$ cat src/ppl_pkg.sv
// Shared constants, phase codes and controller/datapath handshake types for the line generator.
package ppl_pkg;

    // Field widths of the channels and the configuration register.
    localparam int POINT_W = 12;
    localparam int ORDER_W = 7;
    localparam logic [ORDER_W-1:0] ORDER_RESET = 7'd2;

    // Default largest number of points per line.
    localparam int MAX_POINTS_PER_LINE = 64;

    // Sequence phases.
    localparam int PHASE_W = 2;
    localparam logic [PHASE_W-1:0] PH_AFFINE   = 2'd0;
    localparam logic [PHASE_W-1:0] PH_VERTICAL = 2'd1;
    localparam logic [PHASE_W-1:0] PH_INFINITY = 2'd2;

    // Commands from the controller to the datapath.
    typedef struct packed {
        logic                step;
        logic                restart;
        logic [PHASE_W-1:0]  phase;
    } t_cmd;

    // Status from the datapath to the controller.
    typedef struct packed {
        logic col_end;
        logic int_last;
        logic slope_last;
        logic q_zero;
    } t_status;

endpackage

$ cat src/ppl_if.sv
// Valid/ready channel interfaces for the restart requests and the emitted points.

// Request channel: one beat per point to be emitted.
interface ppl_in_if;
    logic valid;
    logic ready;
    logic restart;

    modport source (output valid, output restart, input ready);
    modport sink   (input valid, input restart, output ready);
endinterface

// Result channel: one beat per emitted point.
interface ppl_out_if;
    logic                          valid;
    logic                          ready;
    logic [ppl_pkg::POINT_W-1:0]   point_id;
    logic                          last_in_line;
    logic                          last_in_plane;

    modport source (output valid, output point_id, output last_in_line,
                    output last_in_plane, input ready);
    modport sink   (input valid, input point_id, input last_in_line,
                    input last_in_plane, output ready);
endinterface

$ cat src/ppl_ctrl.sv
// Controller: channel handshake, output valid and the sequence phase state machine.
module ppl_ctrl (
    input  logic              i_clk,
    input  logic              i_rst_n,
    input  logic              i_in_valid,
    input  logic              i_restart,
    input  logic              i_out_ready,
    input  logic              i_cfg_we,
    input  ppl_pkg::t_status  i_status,
    output logic              o_in_ready,
    output logic              o_out_valid,
    output ppl_pkg::t_cmd     o_cmd
);

    logic [ppl_pkg::PHASE_W-1:0] r_phase;
    logic [ppl_pkg::PHASE_W-1:0] n_phase;
    logic [ppl_pkg::PHASE_W-1:0] eff_phase;
    logic                        r_out_valid;
    logic                        n_out_valid;
    logic                        step;

    // A new beat is taken whenever the output register is free or being drained.
    assign o_in_ready  = !r_out_valid || i_out_ready;
    assign o_out_valid = r_out_valid;
    assign step        = i_in_valid && o_in_ready;

    // Phase used for this point: a restart goes back to the affine lines, and a
    // plane of order zero only has the line at infinity.
    always_comb begin
        if (i_status.q_zero) begin
            eff_phase = ppl_pkg::PH_INFINITY;
        end else if (i_restart) begin
            eff_phase = ppl_pkg::PH_AFFINE;
        end else begin
            eff_phase = r_phase;
        end
    end

    assign o_cmd.step    = step;
    assign o_cmd.restart = i_restart;
    assign o_cmd.phase   = eff_phase;

    // Phase transitions at the closing point of the last line of each group.
    always_comb begin
        n_phase = r_phase;
        if (step) begin
            case (eff_phase)
                ppl_pkg::PH_AFFINE: begin
                    if (i_status.col_end && i_status.int_last && i_status.slope_last) begin
                        n_phase = ppl_pkg::PH_VERTICAL;
                    end else begin
                        n_phase = ppl_pkg::PH_AFFINE;
                    end
                end
                ppl_pkg::PH_VERTICAL: begin
                    if (i_status.col_end && i_status.slope_last) begin
                        n_phase = ppl_pkg::PH_INFINITY;
                    end else begin
                        n_phase = ppl_pkg::PH_VERTICAL;
                    end
                end
                ppl_pkg::PH_INFINITY: begin
                    if (i_status.col_end) begin
                        n_phase = ppl_pkg::PH_AFFINE;
                    end else begin
                        n_phase = ppl_pkg::PH_INFINITY;
                    end
                end
                default: begin
                    n_phase = ppl_pkg::PH_AFFINE;
                end
            endcase
        end
    end

    // Output valid: set by an accepted beat, cleared when the result is taken.
    always_comb begin
        if (step) begin
            n_out_valid = 1'b1;
        end else if (i_out_ready) begin
            n_out_valid = 1'b0;
        end else begin
            n_out_valid = r_out_valid;
        end
    end

    // State registers; a configuration write returns the sequence to its start.
    always_ff @(posedge i_clk) begin
        if (!i_rst_n) begin
            r_phase     <= ppl_pkg::PH_AFFINE;
            r_out_valid <= 1'b0;
        end else begin
            r_out_valid <= n_out_valid;
            if (i_cfg_we) begin
                r_phase <= ppl_pkg::PH_AFFINE;
            end else begin
                r_phase <= n_phase;
            end
        end
    end

`ifndef SYNTH
    // A stalled request side always means a result is waiting.
    a_ready_implies_pending: assert property (@(posedge i_clk) disable iff (!i_rst_n)
        !o_in_ready |-> r_out_valid)
        else $error("input stalled with no pending result");

    // Every accepted beat produces a result in the next cycle.
    a_step_gives_result: assert property (@(posedge i_clk) disable iff (!i_rst_n)
        step |=> r_out_valid)
        else $error("accepted beat produced no result");

    // The closing point at infinity always wraps back to the affine lines.
    a_plane_wraps: assert property (@(posedge i_clk) disable iff (!i_rst_n)
        (step && !i_cfg_we && eff_phase == ppl_pkg::PH_INFINITY && i_status.col_end)
        |=> r_phase == ppl_pkg::PH_AFFINE)
        else $error("sequence did not wrap after the last line");
`endif

endmodule

$ cat src/ppl_dp.sv
// Datapath: plane order, line counters, point number arithmetic and result register.
module ppl_dp #(
    parameter int MAX_POINTS_PER_LINE = ppl_pkg::MAX_POINTS_PER_LINE
) (
    input  logic                          i_clk,
    input  logic                          i_rst_n,
    input  logic                          i_cfg_we,
    input  logic [ppl_pkg::ORDER_W-1:0]   i_cfg_wdata,
    input  ppl_pkg::t_cmd                 i_cmd,
    output ppl_pkg::t_status              o_status,
    output logic [ppl_pkg::POINT_W-1:0]   o_point_id,
    output logic                          o_last_in_line,
    output logic                          o_last_in_plane
);

    localparam int QW   = $clog2(MAX_POINTS_PER_LINE);
    localparam int PW   = 2 * QW;
    localparam int IDFW = (PW + 1 > ppl_pkg::POINT_W) ? PW + 1 : ppl_pkg::POINT_W;

    // Clamp the points-per-line value into range and turn it into the plane order.
    function automatic logic [QW-1:0] order_to_q(input logic [ppl_pkg::ORDER_W-1:0] k);
        logic [31:0] k_ext;
        logic [31:0] k_sel;
        logic [31:0] q_full;
        k_ext = 32'(k);
        if (k_ext == 32'd0) begin
            k_sel = 32'd1;
        end else if (k_ext > 32'(MAX_POINTS_PER_LINE)) begin
            k_sel = 32'(MAX_POINTS_PER_LINE);
        end else begin
            k_sel = k_ext;
        end
        q_full = k_sel - 32'd1;
        return q_full[QW-1:0];
    endfunction

    logic [QW-1:0]               r_q;
    logic [PW-1:0]               r_qq;
    logic [QW-1:0]               r_col;
    logic [QW-1:0]               r_slope;
    logic [QW-1:0]               r_int;
    logic [QW-1:0]               r_y;
    logic [QW-1:0]               n_col;
    logic [QW-1:0]               n_slope;
    logic [QW-1:0]               n_int;
    logic [QW-1:0]               n_y;
    logic [ppl_pkg::POINT_W-1:0] r_point;
    logic                        r_last_line;
    logic                        r_last_plane;

    logic [ppl_pkg::ORDER_W-1:0] k_src;
    logic [QW-1:0]               cfg_q;
    logic [PW-1:0]               cfg_qq;
    logic [QW-1:0]               q_m1;
    logic [QW-1:0]               e_col;
    logic [QW-1:0]               e_slope;
    logic [QW-1:0]               e_int;
    logic [QW-1:0]               e_y;
    logic                        col_end;
    logic                        int_last;
    logic                        slope_last;
    logic [QW-1:0]               mul_a;
    logic [PW-1:0]               prod;
    logic [QW:0]                 y_sum;
    logic [QW:0]                 y_wrap;
    logic [IDFW-1:0]             id_full;

    // Order and its square, loaded at reset and at every configuration write.
    assign k_src  = i_rst_n ? i_cfg_wdata : ppl_pkg::ORDER_RESET;
    assign cfg_q  = order_to_q(k_src);
    assign cfg_qq = PW'(cfg_q) * PW'(cfg_q);

    // Counter values seen by this point, after an optional restart.
    assign e_col   = i_cmd.restart ? '0 : r_col;
    assign e_slope = i_cmd.restart ? '0 : r_slope;
    assign e_int   = i_cmd.restart ? '0 : r_int;
    assign e_y     = i_cmd.restart ? '0 : r_y;

    // Status for the phase machine.
    assign q_m1       = r_q - QW'(1);
    assign col_end    = (e_col == r_q);
    assign int_last   = (e_int == q_m1);
    assign slope_last = (e_slope == q_m1);

    assign o_status.col_end    = col_end;
    assign o_status.int_last   = int_last;
    assign o_status.slope_last = slope_last;
    assign o_status.q_zero     = (r_q == '0);

    // Row base: column times q in affine lines, x times q in vertical lines.
    assign mul_a = (i_cmd.phase == ppl_pkg::PH_AFFINE) ? e_col : e_slope;
    assign prod  = PW'(mul_a) * PW'(r_q);

    // Next y of an affine line, wrapped modulo q.
    assign y_sum  = {1'b0, e_y} + {1'b0, e_slope};
    assign y_wrap = (y_sum >= {1'b0, r_q}) ? (y_sum - {1'b0, r_q}) : y_sum;

    // One-based point number.
    always_comb begin
        case (i_cmd.phase)
            ppl_pkg::PH_AFFINE: begin
                if (col_end) begin
                    id_full = IDFW'(r_qq) + IDFW'(e_slope) + IDFW'(1);
                end else begin
                    id_full = IDFW'(prod) + IDFW'(e_y) + IDFW'(1);
                end
            end
            ppl_pkg::PH_VERTICAL: begin
                if (col_end) begin
                    id_full = IDFW'(r_qq) + IDFW'(r_q) + IDFW'(1);
                end else begin
                    id_full = IDFW'(prod) + IDFW'(e_col) + IDFW'(1);
                end
            end
            default: begin
                if (col_end) begin
                    id_full = IDFW'(r_qq) + IDFW'(r_q) + IDFW'(1);
                end else begin
                    id_full = IDFW'(r_qq) + IDFW'(e_col) + IDFW'(1);
                end
            end
        endcase
    end

    // Counter updates for the current phase.
    always_comb begin
        n_col   = e_col;
        n_slope = e_slope;
        n_int   = e_int;
        n_y     = e_y;
        case (i_cmd.phase)
            ppl_pkg::PH_AFFINE: begin
                if (!col_end) begin
                    n_col = e_col + QW'(1);
                    n_y   = y_wrap[QW-1:0];
                end else begin
                    n_col = '0;
                    if (int_last) begin
                        n_int   = '0;
                        n_slope = slope_last ? '0 : e_slope + QW'(1);
                    end else begin
                        n_int = e_int + QW'(1);
                    end
                    n_y = int_last ? '0 : e_int + QW'(1);
                end
            end
            ppl_pkg::PH_VERTICAL: begin
                if (!col_end) begin
                    n_col = e_col + QW'(1);
                end else begin
                    n_col   = '0;
                    n_slope = slope_last ? '0 : e_slope + QW'(1);
                end
            end
            default: begin
                if (!col_end) begin
                    n_col = e_col + QW'(1);
                end else begin
                    n_col   = '0;
                    n_slope = '0;
                    n_int   = '0;
                    n_y     = '0;
                end
            end
        endcase
    end

    // Order registers.
    always_ff @(posedge i_clk) begin
        if (!i_rst_n || i_cfg_we) begin
            r_q  <= cfg_q;
            r_qq <= cfg_qq;
        end
    end

    // Line counters; reset and configuration writes return to the first point.
    always_ff @(posedge i_clk) begin
        if (!i_rst_n || i_cfg_we) begin
            r_col   <= '0;
            r_slope <= '0;
            r_int   <= '0;
            r_y     <= '0;
        end else if (i_cmd.step) begin
            r_col   <= n_col;
            r_slope <= n_slope;
            r_int   <= n_int;
            r_y     <= n_y;
        end
    end

    // Result register.
    always_ff @(posedge i_clk) begin
        if (i_cmd.step) begin
            r_point      <= id_full[ppl_pkg::POINT_W-1:0];
            r_last_line  <= col_end;
            r_last_plane <= col_end && (i_cmd.phase == ppl_pkg::PH_INFINITY);
        end
    end

    assign o_point_id      = r_point;
    assign o_last_in_line  = r_last_line;
    assign o_last_in_plane = r_last_plane;

`ifndef SYNTH
    // The column never runs past the closing point.
    a_col_bound: assert property (@(posedge i_clk) disable iff (!i_rst_n)
        r_col <= r_q)
        else $error("column counter beyond plane order");

    // y of an affine line stays reduced modulo q.
    a_y_bound: assert property (@(posedge i_clk) disable iff (!i_rst_n)
        (r_q != '0) |-> (r_y < r_q))
        else $error("running y not reduced modulo q");

    // Slope and intercept stay below q.
    a_slope_bound: assert property (@(posedge i_clk) disable iff (!i_rst_n)
        (r_q != '0) |-> ((r_slope < r_q) && (r_int < r_q)))
        else $error("slope or intercept counter beyond plane order");
`endif

endmodule

$ cat src/projective_plane_line_generator.sv
// Top level of the projective plane line generator.
//
// Each beat on i_req asks for one point; its restart bit, when set, makes the
// beat emit the first point of the first line instead of the next one. Each
// beat on o_rsp carries the one-based point number and flags that close the
// current line and the whole plane. Lines come in order: affine lines by
// slope then intercept, each closed by its slope point, then the vertical
// lines, then the line at infinity; after that the sequence starts over.
// i_cfg_we / i_cfg_wdata write the number of points per line (k, reset 2);
// a write also returns the sequence to its first point. Write only while idle.
// A request beat's result is registered and shows at o_rsp in the cycle after
// the beat is accepted. One beat per cycle is sustained while o_rsp is not
// stalled; the next counter values and the row-base multiply are combinational.
// The result register holds while o_rsp is stalled, and i_req stays ready as
// long as that register is empty or being taken in the same cycle.
// Reset is synchronous and active low: no result pending, k = 2, sequence at
// its start. No clearing pass is needed.
module projective_plane_line_generator #(
    parameter int MAX_POINTS_PER_LINE = ppl_pkg::MAX_POINTS_PER_LINE
) (
    input  logic                         i_clk,
    input  logic                         i_rst_n,
    ppl_in_if.sink                       i_req,
    ppl_out_if.source                    o_rsp,
    input  logic                         i_cfg_we,
    input  logic [ppl_pkg::ORDER_W-1:0]  i_cfg_wdata
);

    ppl_pkg::t_cmd    cmd;
    ppl_pkg::t_status status;
    logic             in_ready;
    logic             out_valid;

    // Handshake and phase control.
    ppl_ctrl u_ctrl (
        .i_clk       (i_clk),
        .i_rst_n     (i_rst_n),
        .i_in_valid  (i_req.valid),
        .i_restart   (i_req.restart),
        .i_out_ready (o_rsp.ready),
        .i_cfg_we    (i_cfg_we),
        .i_status    (status),
        .o_in_ready  (in_ready),
        .o_out_valid (out_valid),
        .o_cmd       (cmd)
    );

    // Counters and point arithmetic.
    ppl_dp #(
        .MAX_POINTS_PER_LINE (MAX_POINTS_PER_LINE)
    ) u_dp (
        .i_clk           (i_clk),
        .i_rst_n         (i_rst_n),
        .i_cfg_we        (i_cfg_we),
        .i_cfg_wdata     (i_cfg_wdata),
        .i_cmd           (cmd),
        .o_status        (status),
        .o_point_id      (o_rsp.point_id),
        .o_last_in_line  (o_rsp.last_in_line),
        .o_last_in_plane (o_rsp.last_in_plane)
    );

    assign i_req.ready = in_ready;
    assign o_rsp.valid = out_valid;

endmodule
$ cat src/flat_wrapper.sv
// flat-port wrapper written by rule: the top's interface ports become plain ports
module projective_plane_line_generator_flat 
#(
    parameter int MAX_POINTS_PER_LINE = ppl_pkg::MAX_POINTS_PER_LINE
)
  (i_clk, i_rst_n, i_cfg_we, i_cfg_wdata, i_req_valid, i_req_restart, i_req_ready, o_rsp_valid, o_rsp_point_id, o_rsp_last_in_line, o_rsp_last_in_plane, o_rsp_ready);
  ppl_in_if i_req_i ();
  ppl_out_if o_rsp_i ();
  input  logic i_clk;
  input  logic i_rst_n;
  input  logic i_cfg_we;
  input  logic [ppl_pkg::ORDER_W-1:0] i_cfg_wdata;
  input wire logic [$bits(i_req_i.valid)-1:0] i_req_valid;
  input wire logic [$bits(i_req_i.restart)-1:0] i_req_restart;
  output wire logic [$bits(i_req_i.ready)-1:0] i_req_ready;
  output wire logic [$bits(o_rsp_i.valid)-1:0] o_rsp_valid;
  output wire logic [$bits(o_rsp_i.point_id)-1:0] o_rsp_point_id;
  output wire logic [$bits(o_rsp_i.last_in_line)-1:0] o_rsp_last_in_line;
  output wire logic [$bits(o_rsp_i.last_in_plane)-1:0] o_rsp_last_in_plane;
  input wire logic [$bits(o_rsp_i.ready)-1:0] o_rsp_ready;
  assign i_req_i.valid = i_req_valid;
  assign i_req_i.restart = i_req_restart;
  assign i_req_ready = i_req_i.ready;
  assign o_rsp_valid = o_rsp_i.valid;
  assign o_rsp_point_id = o_rsp_i.point_id;
  assign o_rsp_last_in_line = o_rsp_i.last_in_line;
  assign o_rsp_last_in_plane = o_rsp_i.last_in_plane;
  assign o_rsp_i.ready = o_rsp_ready;
  projective_plane_line_generator #(.MAX_POINTS_PER_LINE(MAX_POINTS_PER_LINE)) u_core (.i_clk(i_clk), .i_rst_n(i_rst_n), .i_req(i_req_i), .o_rsp(o_rsp_i), .i_cfg_we(i_cfg_we), .i_cfg_wdata(i_cfg_wdata));
endmodule
$ cat config.mk
export PLATFORM = sky130hd
export DESIGN_NAME = projective_plane_line_generator_flat
export DESIGN_NICKNAME = d
export VERILOG_FILES = /design/src/ppl_pkg.sv /design/src/ppl_if.sv /design/src/ppl_ctrl.sv /design/src/ppl_dp.sv /design/src/projective_plane_line_generator.sv /design/src/flat_wrapper.sv
export SDC_FILE = /design/constraint.sdc
export NUM_CORES = 1
export LEC_CHECK = 0
export BUFFER_PORTS_ARGS = -buffer_cell sky130_fd_sc_hd__buf_2
export CAP_MARGIN = 25
export CORE_MARGIN = 1
export CORE_UTILIZATION = 50
export DETAILED_ROUTE_END_ITERATION = 8
export PLACE_DENSITY = 0.67
export REMOVE_ABC_BUFFERS = 1
export SYNTH_ARGS = -nofsm -noshare
export SYNTH_HDL_FRONTEND = slang
export SYNTH_SLANG_ARGS = --single-unit
$ cat constraint.sdc
create_clock -name i_clk -period 11.45 [get_ports i_clk]
set_input_delay 0.5725 -clock i_clk [delete_from_list [all_inputs] [get_ports i_clk]]
set_output_delay 0.5725 -clock i_clk [all_outputs]
set_load 0.01 [all_outputs]
# After elaboration in Yosys (flattened, before gate mapping)

Index checks and enable logic that the tools add are counted.

Output and inout bits: 16
Logic and storage cells: 87
Register bits: 59
Bits of input ports: 13

Reductions and logical operators: 14
Multiplexer cells: 35
Order comparisons: 2
Eq/ne operators: 5
Multipliers: 2
Bitwise operators: 1
Add/subtract/negate cells: 17

Operators by type and width:

| operator                                              | number |
|---|---|
| two-way mux 6 bit                                     | 19 |
| adder 12 x 1 -> 12 bit (second input constant)        | 5 |
| adder 12 x 6 -> 12 bit                                | 5 |
| two-way mux 12 bit                                    | 3 |
| one-hot mux 6 bit (2 select lines)                    | 3 |
| multiplier 6 x 6 -> 12 bit                            | 2 |
| one-hot mux 12 bit (2 select lines)                   | 1 |
| adder 6 x 1 -> 6 bit (second input constant)          | 3 |
| == test 6 bit                                         | 3 |
| subtractor 6 x 1 -> 6 bit (second input constant)     | 2 |
| two-way mux 2 bit                                     | 4 |
| adder 6 x 6 -> 7 bit                                  | 1 |
| >= comparator 7 x 6 -> 1 bit                          | 1 |
| greater-than comparator 7 bit (second input constant) | 1 |
| zero test 7 bit                                       | 1 |
| two-way mux 7 bit                                     | 1 |
| zero test 6 bit                                       | 1 |
| one-hot mux 2 bit (3 select lines)                    | 1 |
| subtractor 6 bit                                      | 1 |
| logical AND 1 bit                                     | 5 |
| two-way mux 1 bit                                     | 3 |
| == test 2 x 1 -> 1 bit (second input constant)        | 1 |
| == test 2 bit (second input constant)                 | 1 |
| zero test 1 bit                                       | 2 |
| other kinds (5)                                       | 6 |

# Depth between registers and ports, before layout

Gate-level depths: netlist (run 1).

Depth in word-level cells: 9
Gate-level depth with buffers: 26
Depth with buffers taken out: 24

# Modules after synthesis

From an unflattened synthesis (run 1), not the netlist that was laid out.

Cell total of the unflattened synthesis: 939
Area total of the unflattened synthesis: 7581.0 µm²

Modules (own cells, without submodules):

| module   | instances | cells each | seq. area each (µm²) | area an instance (µm²) |
|---|---|---|---|---|
| ppl_dp   | 1         | 915        | 1381.3               | 7360.8 |
| ppl_ctrl | 1         | 24         | 60.1                 | 220.2 |

# Worst setup path after synthesis (run 1)

OpenSTA, ideal clock, no wires.

Path type: flip-flop to flip-flop
Start point: register u_core.u_dp.r_q[0]
End point: register u_core.u_dp.r_point, in the netlist u_core.u_dp.o_point_id[11], data pin
Required time: 11.178 ns
Arrival time: 6.155 ns
Slack: 5.023 ns
Stages on the path, launching flop included: 24
Buffers on the path: 3
Period minus slack after synthesis: 6.427 ns
Library setup time: 0.272 ns
Cell sequence: edfxtp_1 > clkbuf_1 > inv_1 > ha_1 > nor3b_2 > nand2_1 > o21ai_0 > clkbuf_1 > clkbuf_1 > nand2_1 > o21ai_0 > nand2_1 > fa_1 > fa_1 > fa_1 > inv_1 > ha_1 > a211oi_1 > nor2_1 > xor2_1 > o21ai_0 > nor4_1 > mux2i_1 > or4b_1

Longest elaborated chain between the ends: 9
Elaborated cells between the ends (all ways): 17
Those cells by class: 6 x add/sub; 1 x mul; 2 x eq/ne; 6 x mux; 2 x reduce/logical

RTL lines:

| item                                      | RTL line                     | text |
|---|---|---|
| start: declaration                        | ppl_dp.sv:37                 | `logic [QW-1:0] r_q;` |
| start signal: assignment                  | ppl_dp.sv:171                | `r_q <= cfg_q;` |
| zero test 6 bit                           | ppl_dp.sv:88                 | `assign o_status.q_zero = (r_q == '0);` |
| two-way mux 2 bit                         | ppl_ctrl.sv:30               | `if (i_status.q_zero) begin` |
| zero test 2 bit                           | ppl_dp.sv:91, ppl_dp.sv:100  |  |
| two-way mux 6 bit                         | ppl_dp.sv:91                 | `assign mul_a = (i_cmd.phase == ppl_pkg::PH_AFFINE) ? e_col : e_slope;` |
| multiplier 6 x 6 -> 12 bit                | ppl_dp.sv:92                 | `assign prod = PW'(mul_a) * PW'(r_q);` |
| adder 12 x 6 -> 12 bit (on tied branches) | ppl_dp.sv:112, ppl_dp.sv:105 |  |
| adder 12 x 1 -> 12 bit (on tied branches) | ppl_dp.sv:112, ppl_dp.sv:105 |  |
| two-way mux 12 bit (on tied branches)     | ppl_dp.sv:109, ppl_dp.sv:102 |  |
| one-hot mux 12 bit (2 select lines) (*)   | ppl_dp.sv:100                | `case (i_cmd.phase)` |
| named net u_core.u_dp.id_full[11]         | ppl_dp.sv:66                 | `logic [IDFW-1:0] id_full;` |
| end signal: assignment                    | ppl_dp.sv:194                | `r_point <= id_full[ppl_pkg::POINT_W-1:0];` |
| end: declaration                          | ppl_dp.sv:47                 | `logic [ppl_pkg::POINT_W-1:0] r_point;` |

The timed path passes the listed nets; every way through them passes the cells marked *.
A chain may end at the register's enable or synchronous reset.

# Worst setup path in the final report (run 1)

Ends and elaborated chain as after synthesis.

==> results of run 1 <==
[power breakdown]
part	internal [mW]	switching, mW
clock	0.150	0.0975
sequential	0.243	0.0328
combinational	0.102	0.141
[worst register-to-register path, stage by stage, from the launching register on]
cell and delay [ns]:
sky130_fd_sc_hd__edfxtp_1 0.63, sky130_fd_sc_hd__inv_1 0.21, sky130_fd_sc_hd__ha_1 0.29, sky130_fd_sc_hd__nor3b_2 0.32, sky130_fd_sc_hd__nand2_1 0.16, sky130_fd_sc_hd__o21ai_1 0.10, sky130_fd_sc_hd__buf_4 0.29, sky130_fd_sc_hd__mux2_2 0.42
sky130_fd_sc_hd__and2_1 0.18, sky130_fd_sc_hd__fa_1 0.53, sky130_fd_sc_hd__inv_1 0.05, sky130_fd_sc_hd__fa_1 0.46, sky130_fd_sc_hd__fa_1 0.55, sky130_fd_sc_hd__inv_1 0.05, sky130_fd_sc_hd__ha_1 0.23, sky130_fd_sc_hd__a211oi_1 0.29
sky130_fd_sc_hd__nor2_1 0.11, sky130_fd_sc_hd__xor2_1 0.56, sky130_fd_sc_hd__o21ai_0 0.36, sky130_fd_sc_hd__nor4_1 0.32, sky130_fd_sc_hd__mux2i_1 0.20, sky130_fd_sc_hd__or4b_1 0.44
[final cells by class]
| class | instances | area share [%] |
|---|---|---|
| well taps | 180 | 2.85 |
| inverters | 86 | 4.08 |
| flip-flops and latches | 57 | 18.2 |
| clock buffers | 10 | 3.02 |
| multi-input cells | 734 | 68.8 |
| repair buffers | 37 | 2.63 |
| clock inverters | 6 | 0.427 |
[cells in the final DEF, fill, tap and decap left out, types with 11 or more instances in the layout]
| cell | count |
|---|---|
| sky130_fd_sc_hd__edfxtp_1 | 30 |
| sky130_fd_sc_hd__a21o_1 | 15 |
| sky130_fd_sc_hd__nand3_1 | 23 |
| sky130_fd_sc_hd__and2_1 | 35 |
| sky130_fd_sc_hd__inv_1 | 84 |
| sky130_fd_sc_hd__a21oi_1 | 52 |
| sky130_fd_sc_hd__o21ai_0 | 52 |
| sky130_fd_sc_hd__mux2i_1 | 11 |
| sky130_fd_sc_hd__dfxtp_1 | 27 |
| sky130_fd_sc_hd__xor2_1 | 21 |
| sky130_fd_sc_hd__a31oi_1 | 13 |
| sky130_fd_sc_hd__nor2_1 | 81 |
| sky130_fd_sc_hd__o211ai_1 | 11 |
| sky130_fd_sc_hd__nand2_1 | 83 |
| sky130_fd_sc_hd__buf_2 | 28 |
| sky130_fd_sc_hd__fa_1 | 29 |
| sky130_fd_sc_hd__a211oi_1 | 11 |
| sky130_fd_sc_hd__ha_1 | 80 |
| sky130_fd_sc_hd__xnor2_1 | 42 |
| sky130_fd_sc_hd__nor3_1 | 14 |
| sky130_fd_sc_hd__nor2b_1 | 24 |
[through the flow]
stage,instances,hold slack [ns],area [µm²]
finish,1110,0.445,7900
global route,1110,0.474,7900
CTS,1110,0.452,7900
detailed placement,1094,0.439,7630
global placement,1094,0.433,7630
floorplan,877,0.417,7200
[routing by layer]
layer | vias to the layer above | part of all wire, % | routed length [µm] | GRT usage [%]
met5 | - | 0 | 0 | 0
met4 | 0 | 1.4 | 275 | 6.70
met3 | 22 | 6.3 | 1210 | 2.72
met2 | 220 | 46 | 8860 | 44.4
met1 | 3138 | 46 | 8870 | 37.3
li1 | 3242 | - | - | -
[registers in the layout (all words and copies together) (netlist names)]
name and cells:
u_core.u_dp.o_point_id 12, u_core.u_ctrl.r_phase 2, u_core.u_dp.r_qq 10, u_core.u_dp.r_int 6
u_core.u_dp.r_q 6, u_core.u_dp.o_last_in_plane 1, u_core.u_dp.r_slope 6, u_core.u_dp.r_y 6
u_core.u_ctrl.o_out_valid 1, u_core.u_dp.r_col 6, u_core.u_dp.o_last_in_line 1
[kinds of logic (layout without fill, tap and decap cells)]
family          count (synthesis)  count (layout)  synth area share [%]
flops                          57              57                  19.6
compound gates                231             231                  20.7
xor+xnor                       64              64                  7.83
buf+inv                       121             139                  6.28
simple gates                  314             314                  21.7
mux                            16              16                  2.27
fa+ha+maj                     109             109                  21.6
[how the worst min path moves through the flow]
stage	end	slack (ns)	depth (start not counted)
floorplan	u_core.u_dp.r_y[3]	0.42	2
global placement	u_core.u_dp.r_y[2]	0.43	1
detailed placement	u_core.u_dp.r_y[3]	0.44	2
finish	u_core.u_dp.r_y[3]	0.44	2
global route	u_core.u_dp.r_y[2]	0.47	1
CTS	u_core.u_dp.r_y[3]	0.45	2
==> implementation parameters, run 1 <==
Parameter                              Value

Hold path
  Launch point of the worst hold path ... u_core.u_dp.r_y[3]
  Worst min-delay path class ... reg2reg

Worst setup path
  Crit path max-delay family ... adder cells
  Arrival time worst endpoint ... 7.07 ns
  Setup crit start ... u_core.u_dp.r_q[0]
  Critical path depth ... 21
  Worst flop-to-flop path endpoint ... u_core.u_dp.o_point_id[11]
  End of the critical path ... u_core.u_dp.o_point_id[11]
  CP peak stage delay ... 0.63 ns
  Source of the worst register-to-register timing path ... u_core.u_dp.r_q[0]
  Number of buffers and inverters on the critical path ... 4
  Ordered cell list for the critical path ... inv_1 > ha_1 > nor3b_2 > nand2_1 > o21ai_1 > buf_4 > mux2_2 > and2_1 > fa_1 > inv_1 > fa_1 > fa_1 > inv_1 > ha_1 > a211oi_1 > nor2_1 > xor2_1 > o21ai_0 > nor4_1 > mux2i_1 > or4b_1
  Number of cells traversed by the worst register-to-register path ... 21
  Crit start category ... flip-flop
  Setup Crit Path Kind ... reg2reg
  Worst Path Required ... 11.52 ns
  Crit-path max FO ... 20
  CP endpoint kind ... flip-flop
  Critical path's slowest cell ... sky130_fd_sc_hd__edfxtp_1
  Minimum setup slack among reg-to-reg paths ... 4.44 ns

Clock network
  Number of levels the H-tree was split into ... 3
  Maximum clock path buffer count ... 2
  Num CTS Buffers ... 9
  Clock transition at the register clock pins on the worst setup and hold paths after CTS ... 0.05 ns
  Post-CTS Hold Buffers ... 0
  Clock root buffer ... sky130_fd_sc_hd__clkbuf_16
  Setup fix buffers added after clock tree synthesis ... 0
  Clk_lat worst skew ... 0.33 ns
  Total clock sinks ... 57
  Post-cts gate resize count ... 0
  Clock tree from TritonCTS ... built

STA
  Final period util ... 61.2%
  Max Clock Skew ... 0.00664 ns
  Worst-Margin Slew ... 0.981 ns
  Min Clock Period, post-route ... 7.01 ns
  Slew Limit Headroom ... 34.5%
  Final Slew Violations ... 0
  Achievable clock frequency ... 143 MHz
  Final setup viols ... 0
  Unrepaired setup endpoints after global routing ... false
  Hold Violations, Final ... 0
  Setup Total Neg Slack ... 0 ns
  Worst setup margin ... 4.44 ns

Logic synthesis
  Register bit count reported by yosys ... 57
  Mean post-synth cell area ... 8.04 µm²
  Sequential share of the synthesized area ... 19.6%
  Share of synthesized flip-flops with an asynchronous set or reset ... 0%
  Yosys Warn Count ... 0
  Area contributors post-synth ... sky130_fd_sc_hd__ha_1 (14%), sky130_fd_sc_hd__edfxtp_1 (12%), sky130_fd_sc_hd__fa_1 (7.9%), sky130_fd_sc_hd__dfxtp_1 (7.4%), sky130_fd_sc_hd__xnor2_1 (5.0%)
  Distinct cells, synth ... 75
  Post-synth top area share ... 13.6%
  Most frequent cells after synthesis ... sky130_fd_sc_hd__inv_1 (84), sky130_fd_sc_hd__nand2_1 (83), sky130_fd_sc_hd__nor2_1 (81)
  Number of standard cells after synthesis ... 912
  Most instantiated library cell after synthesis ... sky130_fd_sc_hd__inv_1
  Synth Cell Area ... 7340 µm²
  Largest area contributor in the synthesized netlist ... sky130_fd_sc_hd__ha_1
  Number of flops mapped to enable cells by yosys ... 30
  Main flop type after synthesis ... sky130_fd_sc_hd__edfxtp_1

Routing
  Total wire length ... 19,200 µm
  Length of the first detailed-routing pass in iterations ... 5
  Via Count ... 6,622
  Total DRC errors in the routed layout ... 0
  Post-detailed-route wirelength per cell ... 17.3 µm
  Vias per inst ... 5.97
  1st-iter DRT viols ... 507
  Antenna Nets Post-Route ... 0

Placement
  Final weighted congestion in routability-driven placement ... 0.844
  Setup WS pre-CTS ... 4.52 ns
  HPWL Detailed ... 14,700 µm
  Input/output buffers ... 28

Floorplanning
  Io pins ... 29
  Area inside the core boundary ... 14,100 µm²
  Effective utilization at floorplan ... 52.0%
  Width of the die ... 123 µm
  Vertical die dimension ... 123 µm
  Placement Rows ... 43
  Die footprint ... 15,200 µm²

Final layout
  Growth of design area from synthesis to finish ... 7.74%
  Number of inserted diodes ... 0
  Final core area utilization ... 56.1%
  Area taken by flip-flops and latches ... 1440 µm²
  Share of final-layout standard cells stronger than drive strength 1 ... 7.63%
  Number of nets in the final layout ... 1,047
  Number of inserted filler cells in the final layout ... 1,352
  Area used by multi-input combinational logic ... 5430 µm²

Power and ir drop
  Areal power density over the cells ... 96.9 nW/µm²
  Overall power of the completed layout ... 0.766 mW
  Leakage power ... 3.52 nW
  IR drop worst, VDD ... 0.0000748 V

Global route
  Maximum number of pins on one net before global-route repair ... 45
  Grt total ovfl ... 0
  Antenna violations before repair ... 0
  Number of global-route vias before repair ... 6,176
  First-pass GRT wire length ... 31,300 µm
  Gr usage total ... 26.8%

Status
  Status ... finished clean

Job
  Total of max-cap violations ... 0
Power figures use the tool's default switching activity.
==> run 2: changes to the inputs <==
--- a/config.mk
+++ b/config.mk
@@ -10,7 +10,7 @@
 export CORE_MARGIN = 1
 export CORE_UTILIZATION = 50
 export DETAILED_ROUTE_END_ITERATION = 8
-export PLACE_DENSITY = 0.67
+export PLACE_DENSITY = 0.69
 export REMOVE_ABC_BUFFERS = 1
 export SYNTH_ARGS = -nofsm -noshare
 export SYNTH_HDL_FRONTEND = slang
==> constraint.sdc (replaced) <==
create_clock -name i_clk -period 6.4 [get_ports i_clk]
set_input_delay 0.32 -clock i_clk [delete_from_list [all_inputs] [get_ports i_clk]]
set_output_delay 0.32 -clock i_clk [all_outputs]
set_load 0.01 [all_outputs]
==> implementation parameters, run 2 (synthesis results as in run 1) <==
Parameter                              Value

Status
  Status ... finished clean

STA
  Final period util ... 96.1% (+35 points)
  Worst-Margin Slew ... 0.935 ns (-0.0464 ns)
  Final setup viols ... 0 (unchanged)
  Final Slew Violations ... 0 (unchanged)
  Worst setup margin ... 0.249 ns (-4.20 ns)
  Hold Violations, Final ... 0 (unchanged)
  Max Clock Skew ... 0.00645 ns (-0.000190 ns)
  Slew Limit Headroom ... 37.6% (+3.1 points)
  Achievable clock frequency ... 163 MHz (+14%)
  Setup Total Neg Slack ... 0 ns (unchanged)
  Min Clock Period, post-route ... 6.15 ns (-0.855 ns)

Clock network
  Number of levels the H-tree was split into ... 3 (unchanged)
  Total clock sinks ... 57 (unchanged)
  Clock transition at the register clock pins on the worst setup and hold paths after CTS ... 0.05 ns (about the same)
  Clock root buffer ... sky130_fd_sc_hd__clkbuf_16
  Clk_lat worst skew ... 0.34 ns (about the same)
  Post-CTS Hold Buffers ... 0 (unchanged)
  Num CTS Buffers ... 9 (unchanged)
  Clock tree from TritonCTS ... built
  Maximum clock path buffer count ... 2 (unchanged)

Final layout
  Commonest non-fill, non-tap cell in the layout ... sky130_fd_sc_hd__inv_1
  Number of inserted diodes ... 0 (unchanged)
  Number of nets in the final layout ... 1,068 (+2.0%)
  Growth of design area from synthesis to finish ... 11.4%
  Commonest cells after routing, fill and taps aside ... sky130_fd_sc_hd__inv_1 (84), sky130_fd_sc_hd__nand2_1 (83), sky130_fd_sc_hd__nor2_1 (81)
  Post-route non-filler standard cell count ... 1,131 (+1.9%)
  Flip-flop count of the largest register after layout ... 12 (unchanged)
  Share of final-layout standard cells stronger than drive strength 1 ... 10.6% (+3.0 points)
  Post-layout instance area ... 8170 µm² (+3.4%)

Floorplanning
  Width of the die ... 123 µm (unchanged)
  Vertical die dimension ... 123 µm (unchanged)
  Die footprint ... 15,200 µm² (unchanged)
  Effective utilization at floorplan ... 52.0% (unchanged)
  Area inside the core boundary ... 14,100 µm² (unchanged)
  Io pins ... 29 (unchanged)
  Placement Rows ... 43 (unchanged)

Power and ir drop
  Areal power density over the cells ... 179 nW/µm² (+84%)
  IR drop worst, VDD ... 0.000124 V (+66%)
  Leakage power ... 3.68 nW (+4.3%)

Routing
  Antenna Nets Post-Route ... 0 (unchanged)
  Detailed-routed wire length on met2 ... 9140 µm (+3.2%)
  Vias per inst ... 5.97 (+0.14%)
  Via Count ... 6,757 (+2.0%)
  1st-iter DRT viols ... 518 (+2.2%)
  Total length of routed met3 wires ... 1450 µm (+20%)
  Total wire length ... 20,200 µm (+5.1%)
  Met1 wire length ... 9130 µm (+2.9%)
  Top Metal Used ... met4
  Post-detailed-route wirelength per cell ... 17.9 µm (+3.1%)
  Length of the first detailed-routing pass in iterations ... 5 (unchanged)
  Total DRC errors in the routed layout ... 0 (unchanged)

Placement
  Input/output buffers ... 28 (unchanged)
  Setup WS pre-CTS ... -0.0174 ns (-4.54 ns)
  Dpl cell area ... 7770 µm² (+1.9%)
  Final weighted congestion in routability-driven placement ... 0.953 (+13%)
  Total placed cells including tap cells ... 1,113 (+1.7%)
  HPWL Detailed ... 15,500 µm (+5.5%)

Hold path
  Worst min-delay path class ... in2reg

Global route
  Number of global-route vias before repair ... 6,311 (+2.2%)
  Antenna violations before repair ... 0 (unchanged)
  Maximum number of pins on one net before global-route repair ... 31 (-31%)
  Gr usage total ... 27.9% (+1.1 points)
  Grt total ovfl ... 0 (unchanged)
  First-pass GRT wire length ... 32,100 µm (+2.6%)

Worst setup path
  CP peak stage delay ... 0.56 ns (-0.07 ns)
  Crit-path max FO ... 8 (-60%)
  Setup Crit Path Kind ... reg2reg
  Crit path max-delay family ... adder cells
  Critical path's slowest cell ... sky130_fd_sc_hd__fa_1
  Crit start category ... flip-flop
  Number of buffers and inverters on the critical path ... 3 (-1)
  Worst Path Required ... 6.48 ns (-5.04 ns)
  CP endpoint kind ... flip-flop
  Arrival time worst endpoint ... 6.23 ns (-0.84 ns)
  Ordered cell list for the critical path ... inv_1 > ha_1 > nor3b_4 > nand2_1 > o21ai_2 > mux2_2 > and2_1 > fa_1 > inv_1 > fa_1 > fa_1 > inv_1 > ha_1 > a21o_1 > a21oi_1 > xnor2_2 > nand2_1 > nor4_2 > mux2i_1 > or4b_1

Job
  Total of max-cap violations ... 0 (unchanged)
[run 2: changes by cell type in the layout (fill, tap and decap cells not counted), sizes merged]
| cell | change |
|---|---|
| clkbuf | +3 |
| clkinv | -3 |
| buf | +21 |
| clkinvlp | -1 |
| bufinv | +1 |
[run 2: metal layers]
layer  up-vias  GRT usage, %
met4         0          10.0
met3        29          3.74
met1      3177          38.6
met5         -             0
li1       3296             -
met2       255          44.5
[run 2: worst paths after layout]
path	from	to	slack, ns	cells after the start
worst max-delay path	u_core.u_dp.r_q[0]	u_core.u_dp.o_point_id[11]	0.25	20
worst max register to register	u_core.u_dp.r_q[0]	u_core.u_dp.o_point_id[11]	0.25	20
worst min-delay path	i_req_valid	u_core.u_ctrl.o_out_valid	0.24	3
worst min register to register	u_core.u_dp.r_y[2]	u_core.u_dp.r_y[2]	0.45	1
[run 2: worst min-delay path, delay by kind of cell]
kind	cells	cell delay, ns
buffers and inverters	2	0.14
AOI/OAI and AO/OA	1	0.06
[run 2: layout make-up]
type | count | area (µm²)
multi-input combinational | 734 | 5500
inverter | 86 | 323
clock buffer | 13 | 272
timing repair buffer | 58 | 365
sequential | 57 | 1440
fill | 1332 | 5930
clock inverter | 3 | 46.3
tap | 180 | 225
[run 2: what timing repair did]
item | in CTS | in global routing
gates resized for setup | 1 | 13
pin swaps | 0 | 1
setup buffers | 0 | 2
endpoints found under the setup margin | 1 | 3
endpoints found under the hold margin | 0 | 0
gates cloned | 0 | 0
[run 2: report_power, final]
part	internal, mW	leakage (nW)	switching (mW)
registers	0.434	0.523	0.0430
clock network	0.336	0.151	0.178
logic	0.192	3.00	0.276
total	0.962	3.68	0.497
[run 2: stage by stage]
stage                     total power [mW]  hold WS [ns]  utilization, %
after floorplan                      0.811         0.417               -
after global placement               0.933         0.434            55.1
after detailed placement             0.940         0.437            55.1
after CTS                             1.46         0.230            57.4
after global routing                  1.53         0.240            58.0
final                                 1.46         0.237            58.0
==> run 3: changes to the inputs <==
--- a/config.mk
+++ b/config.mk
@@ -14,4 +14,6 @@
 export REMOVE_ABC_BUFFERS = 1
 export SYNTH_ARGS = -nofsm -noshare
 export SYNTH_HDL_FRONTEND = slang
+export SYNTH_HIERARCHICAL = 1
 export SYNTH_SLANG_ARGS = --single-unit
+export TNS_END_PERCENT = 20
==> implementation parameters, run 3 <==
Parameter                              Value

Floorplanning
  Die footprint ... 15,700 µm² (+3.3%)
  Placement Rows ... 44 (+2.3%)
  Vertical die dimension ... 125 µm (+1.6%)
  Width of the die ... 125 µm (+1.6%)
  Area inside the core boundary ... 14,600 µm² (+3.9%)
  Io pins ... 29 (unchanged)
  Effective utilization at floorplan ... 51.8% (-0.27 points)

STA
  Achievable clock frequency ... 165 MHz (+1.3%)
  Max Clock Skew ... 0.00914 ns (+0.00269 ns)
  Min Clock Period, post-route ... 6.07 ns (-0.0780 ns)
  Setup Total Neg Slack ... 0 ns (unchanged)
  Hold Violations, Final ... 0 (unchanged)
  Final period util ... 94.9% (-1.2 points)
  Slew Limit Headroom ... 30.6% (-7.0 points)
  Final Hold Slack ... 0.225 ns (-0.0125 ns)
  Final Slew Violations ... 0 (unchanged)
  Worst-Margin Slew ... 1.04 ns (+0.104 ns)
  Final setup viols ... 0 (unchanged)

Logic synthesis
  Sequential share of the synthesized area ... 19.0% (-0.64 points)
  Area contributors post-synth ... sky130_fd_sc_hd__ha_1 (13%), sky130_fd_sc_hd__edfxtp_1 (12%), sky130_fd_sc_hd__fa_1 (7.7%), sky130_fd_sc_hd__dfxtp_1 (7.1%), sky130_fd_sc_hd__xnor2_1 (5.1%)
  Main flop type after synthesis ... sky130_fd_sc_hd__edfxtp_1
  Mean post-synth cell area ... 8.07 µm² (+0.37%)
  Largest area contributor in the synthesized netlist ... sky130_fd_sc_hd__ha_1
  Distinct cells, synth ... 83 (+11%)
  Number of flops mapped to enable cells by yosys ... 30 (unchanged)
  Yosys Warn Count ... 6 (+6)
  Most frequent cells after synthesis ... sky130_fd_sc_hd__nand2_1 (82), sky130_fd_sc_hd__ha_1 (80), sky130_fd_sc_hd__inv_1 (79)
  Number of standard cells after synthesis ... 939 (+3.0%)
  Register bit count reported by yosys ... 57 (unchanged)
  Post-synth top area share ... 13.2% (-0.44 points)
  Most instantiated library cell after synthesis ... sky130_fd_sc_hd__nand2_1
  Share of synthesized flip-flops with an asynchronous set or reset ... 0% (unchanged)
  Synth Cell Area ... 7580 µm² (+3.3%)

Worst setup path
  CP peak stage delay ... 0.56 ns (about the same)
  CP endpoint kind ... flip-flop
  Number of buffers and inverters on the critical path ... 5 (+2)
  Ordered cell list for the critical path ... inv_1 > ha_2 > nor3b_4 > and3_4 > nand2b_2 > nor2_2 > buf_4 > o21ai_1 > buf_4 > and2_1 > fa_1 > fa_1 > inv_1 > fa_1 > inv_1 > ha_1 > and3_1 > a2111o_1 > xor2_4 > nor2b_1 > a211oi_1 > o22ai_1 > a22o_1
  Critical path's slowest cell ... sky130_fd_sc_hd__fa_1
  Number of cells traversed by the worst register-to-register path ... 23 (+15%)
  Crit path max-delay family ... adder cells
  Arrival time worst endpoint ... 6.17 ns (-0.06 ns)
  Worst Path Required ... 6.49 ns (about the same)
  Setup Crit Path Kind ... reg2reg
  Crit-path max FO ... 6 (-2)
  Minimum setup slack among reg-to-reg paths ... 0.33 ns (+0.08 ns)
  Crit start category ... flip-flop
  Critical path depth ... 23 (+15%)

Routing
  1st-iter DRT viols ... 602 (+16%)
  Antenna Nets Post-Route ... 0 (unchanged)
  Length of the first detailed-routing pass in iterations ... 7 (+2)
  Via Count ... 6,872 (+1.7%)
  Total DRC errors in the routed layout ... 0 (unchanged)
  Total wire length ... 20,400 µm (+0.86%)
  Post-detailed-route wirelength per cell ... 17.6 µm (-1.7%)
  Vias per inst ... 5.92 (-0.84%)

Final layout
  Commonest cells after routing, fill and taps aside ... sky130_fd_sc_hd__nand2_1 (80), sky130_fd_sc_hd__inv_1 (79), sky130_fd_sc_hd__ha_1 (79)
  Growth of design area from synthesis to finish ... 10.6%
  Number of nets in the final layout ... 1,093 (+2.3%)
  Commonest non-fill, non-tap cell in the layout ... sky130_fd_sc_hd__nand2_1
  Number of inserted filler cells in the final layout ... 1,371 (+2.9%)
  Flip-flop count of the largest register after layout ... 12 (unchanged)
  Share of final-layout standard cells stronger than drive strength 1 ... 11.5% (+0.86 points)
  Number of inserted diodes ... 0 (unchanged)

Clock network
  Number of levels the H-tree was split into ... 3 (unchanged)
  Clock root buffer ... sky130_fd_sc_hd__clkbuf_16
  Total clock sinks ... 57 (unchanged)
  Clock tree from TritonCTS ... built
  Num CTS Buffers ... 9 (unchanged)
  Clock transition at the register clock pins on the worst setup and hold paths after CTS ... 0.05 ns (about the same)
  Post-CTS Hold Buffers ... 0 (unchanged)
  Clk_lat worst skew ... 0.34 ns (about the same)
  Maximum clock path buffer count ... 2 (unchanged)

Placement
  HPWL Detailed ... 15,700 µm (+1.4%)
  Input/output buffers ... 28 (unchanged)
  Final weighted congestion in routability-driven placement ... 0.971 (+1.9%)

Hold path
  Worst min-delay path class ... in2reg
  Hold-critical path depth ... 2 (-1)

Power and ir drop
  Leakage power ... 3.72 nW (+1.2%)
  IR drop worst, VDD ... 0.000164 V (+32%)
  Areal power density over the cells ... 171 nW/µm² (-4.5%)
  Overall power of the completed layout ... 1.43 mW (-2.0%)

Global route
  Maximum number of pins on one net before global-route repair ... 45 (+45%)
  Gr usage total ... 27.0% (-0.92 points)
  Antenna violations before repair ... 0 (unchanged)
  Grt total ovfl ... 0 (unchanged)
  First-pass GRT wire length ... 33,500 µm (+4.1%)
  Number of global-route vias before repair ... 6,595 (+4.5%)

Job
  Total of max-cap violations ... 0 (unchanged)

Status
  Status ... finished clean
==> run 3: changes by cell type after synthesis, sizes merged, moves of 5 or more <==
| cell | previous run | this run |
|---|---|---|
| a2111oi | 0 | 6 |
| a21oi | 52 | 59 |
| and2 | 35 | 26 |
| buf | 11 | 20 |
| mux2i | 11 | 5 |
| nand3 | 23 | 30 |
| nor3 | 14 | 19 |
| xor2 | 21 | 28 |
==> run 3: power by group <==
part	switching [mW]	internal, mW
registers	0.0466	0.435
logic	0.301	0.210
clock network	0.177	0.260
total	0.525	0.904
==> run 3: worst paths after layout <==
path / startpoint / to
setup / recovery: u_core/u_dp/r_q[0] / u_core/u_dp/o_point_id[10]
hold / removal: i_req_valid / u_core/u_ctrl/o_out_valid
setup reg to reg: u_core/u_dp/r_q[0] / u_core/u_dp/o_point_id[10]
hold reg to reg: u_core/u_dp/r_y[2] / u_core/u_dp/r_y[2]
==> run 3: cell families (layout without fill, tap and decap cells) <==
kind of cell	after synthesis	count (layout)	share of synthesized area [%]
buf+inv	128	165	6.92
compound gates	248	248	22.0
simple gates	314	314	21.2
fa+ha+maj	109	109	20.9
mux	9	9	1.25
xor+xnor	74	74	8.83
flops	57	57	19.0
==> run 3: cell type report <==
type	instances	area (µm²)	area share [%]
multi-input cells	754	5700	68.0
repair buffers	62	419	5.00
well taps	184	230	2.75
clock inverters	5	31.3	0.373
flip-flops and latches	57	1440	17.2
clock buffers	11	233	2.78
inverters	87	327	3.90
==> run 3: repair_timing <==
| item | 4_1_cts | 5_1_grt |
|---|---|---|
| pin swaps | 0 | 3 |
| resized for setup | 3 | 19 |
| setup buffers | 0 | 1 |
| endpoints found under the setup margin | 2 | 6 |
==> run 3: per-stage QoR <==
stage	worst slack, ns	utilization, %	instance area [µm²]	cells
after global placement	0.163	54.6	7990	1142
final	0.327	57.2	8380	1160
after CTS	0.0158	56.7	8300	1159
after detailed placement	-0.0697	54.8	8020	1143
after global routing	-0.0318	57.2	8380	1160
after floorplan	-0.681	-	7380	898
==> run 3: layer usage <==
| layer | global-route usage, % | vias up | wire [µm] |
|---|---|---|---|
| li1 | - | 3388 | - |
| met1 | 35.5 | 3199 | 9080 |
| met2 | 42.8 | 245 | 9160 |
| met3 | 6.50 | 40 | 1550 |
| met4 | 10.6 | 0 | 571 |
| met5 | 0 | - | 0 |
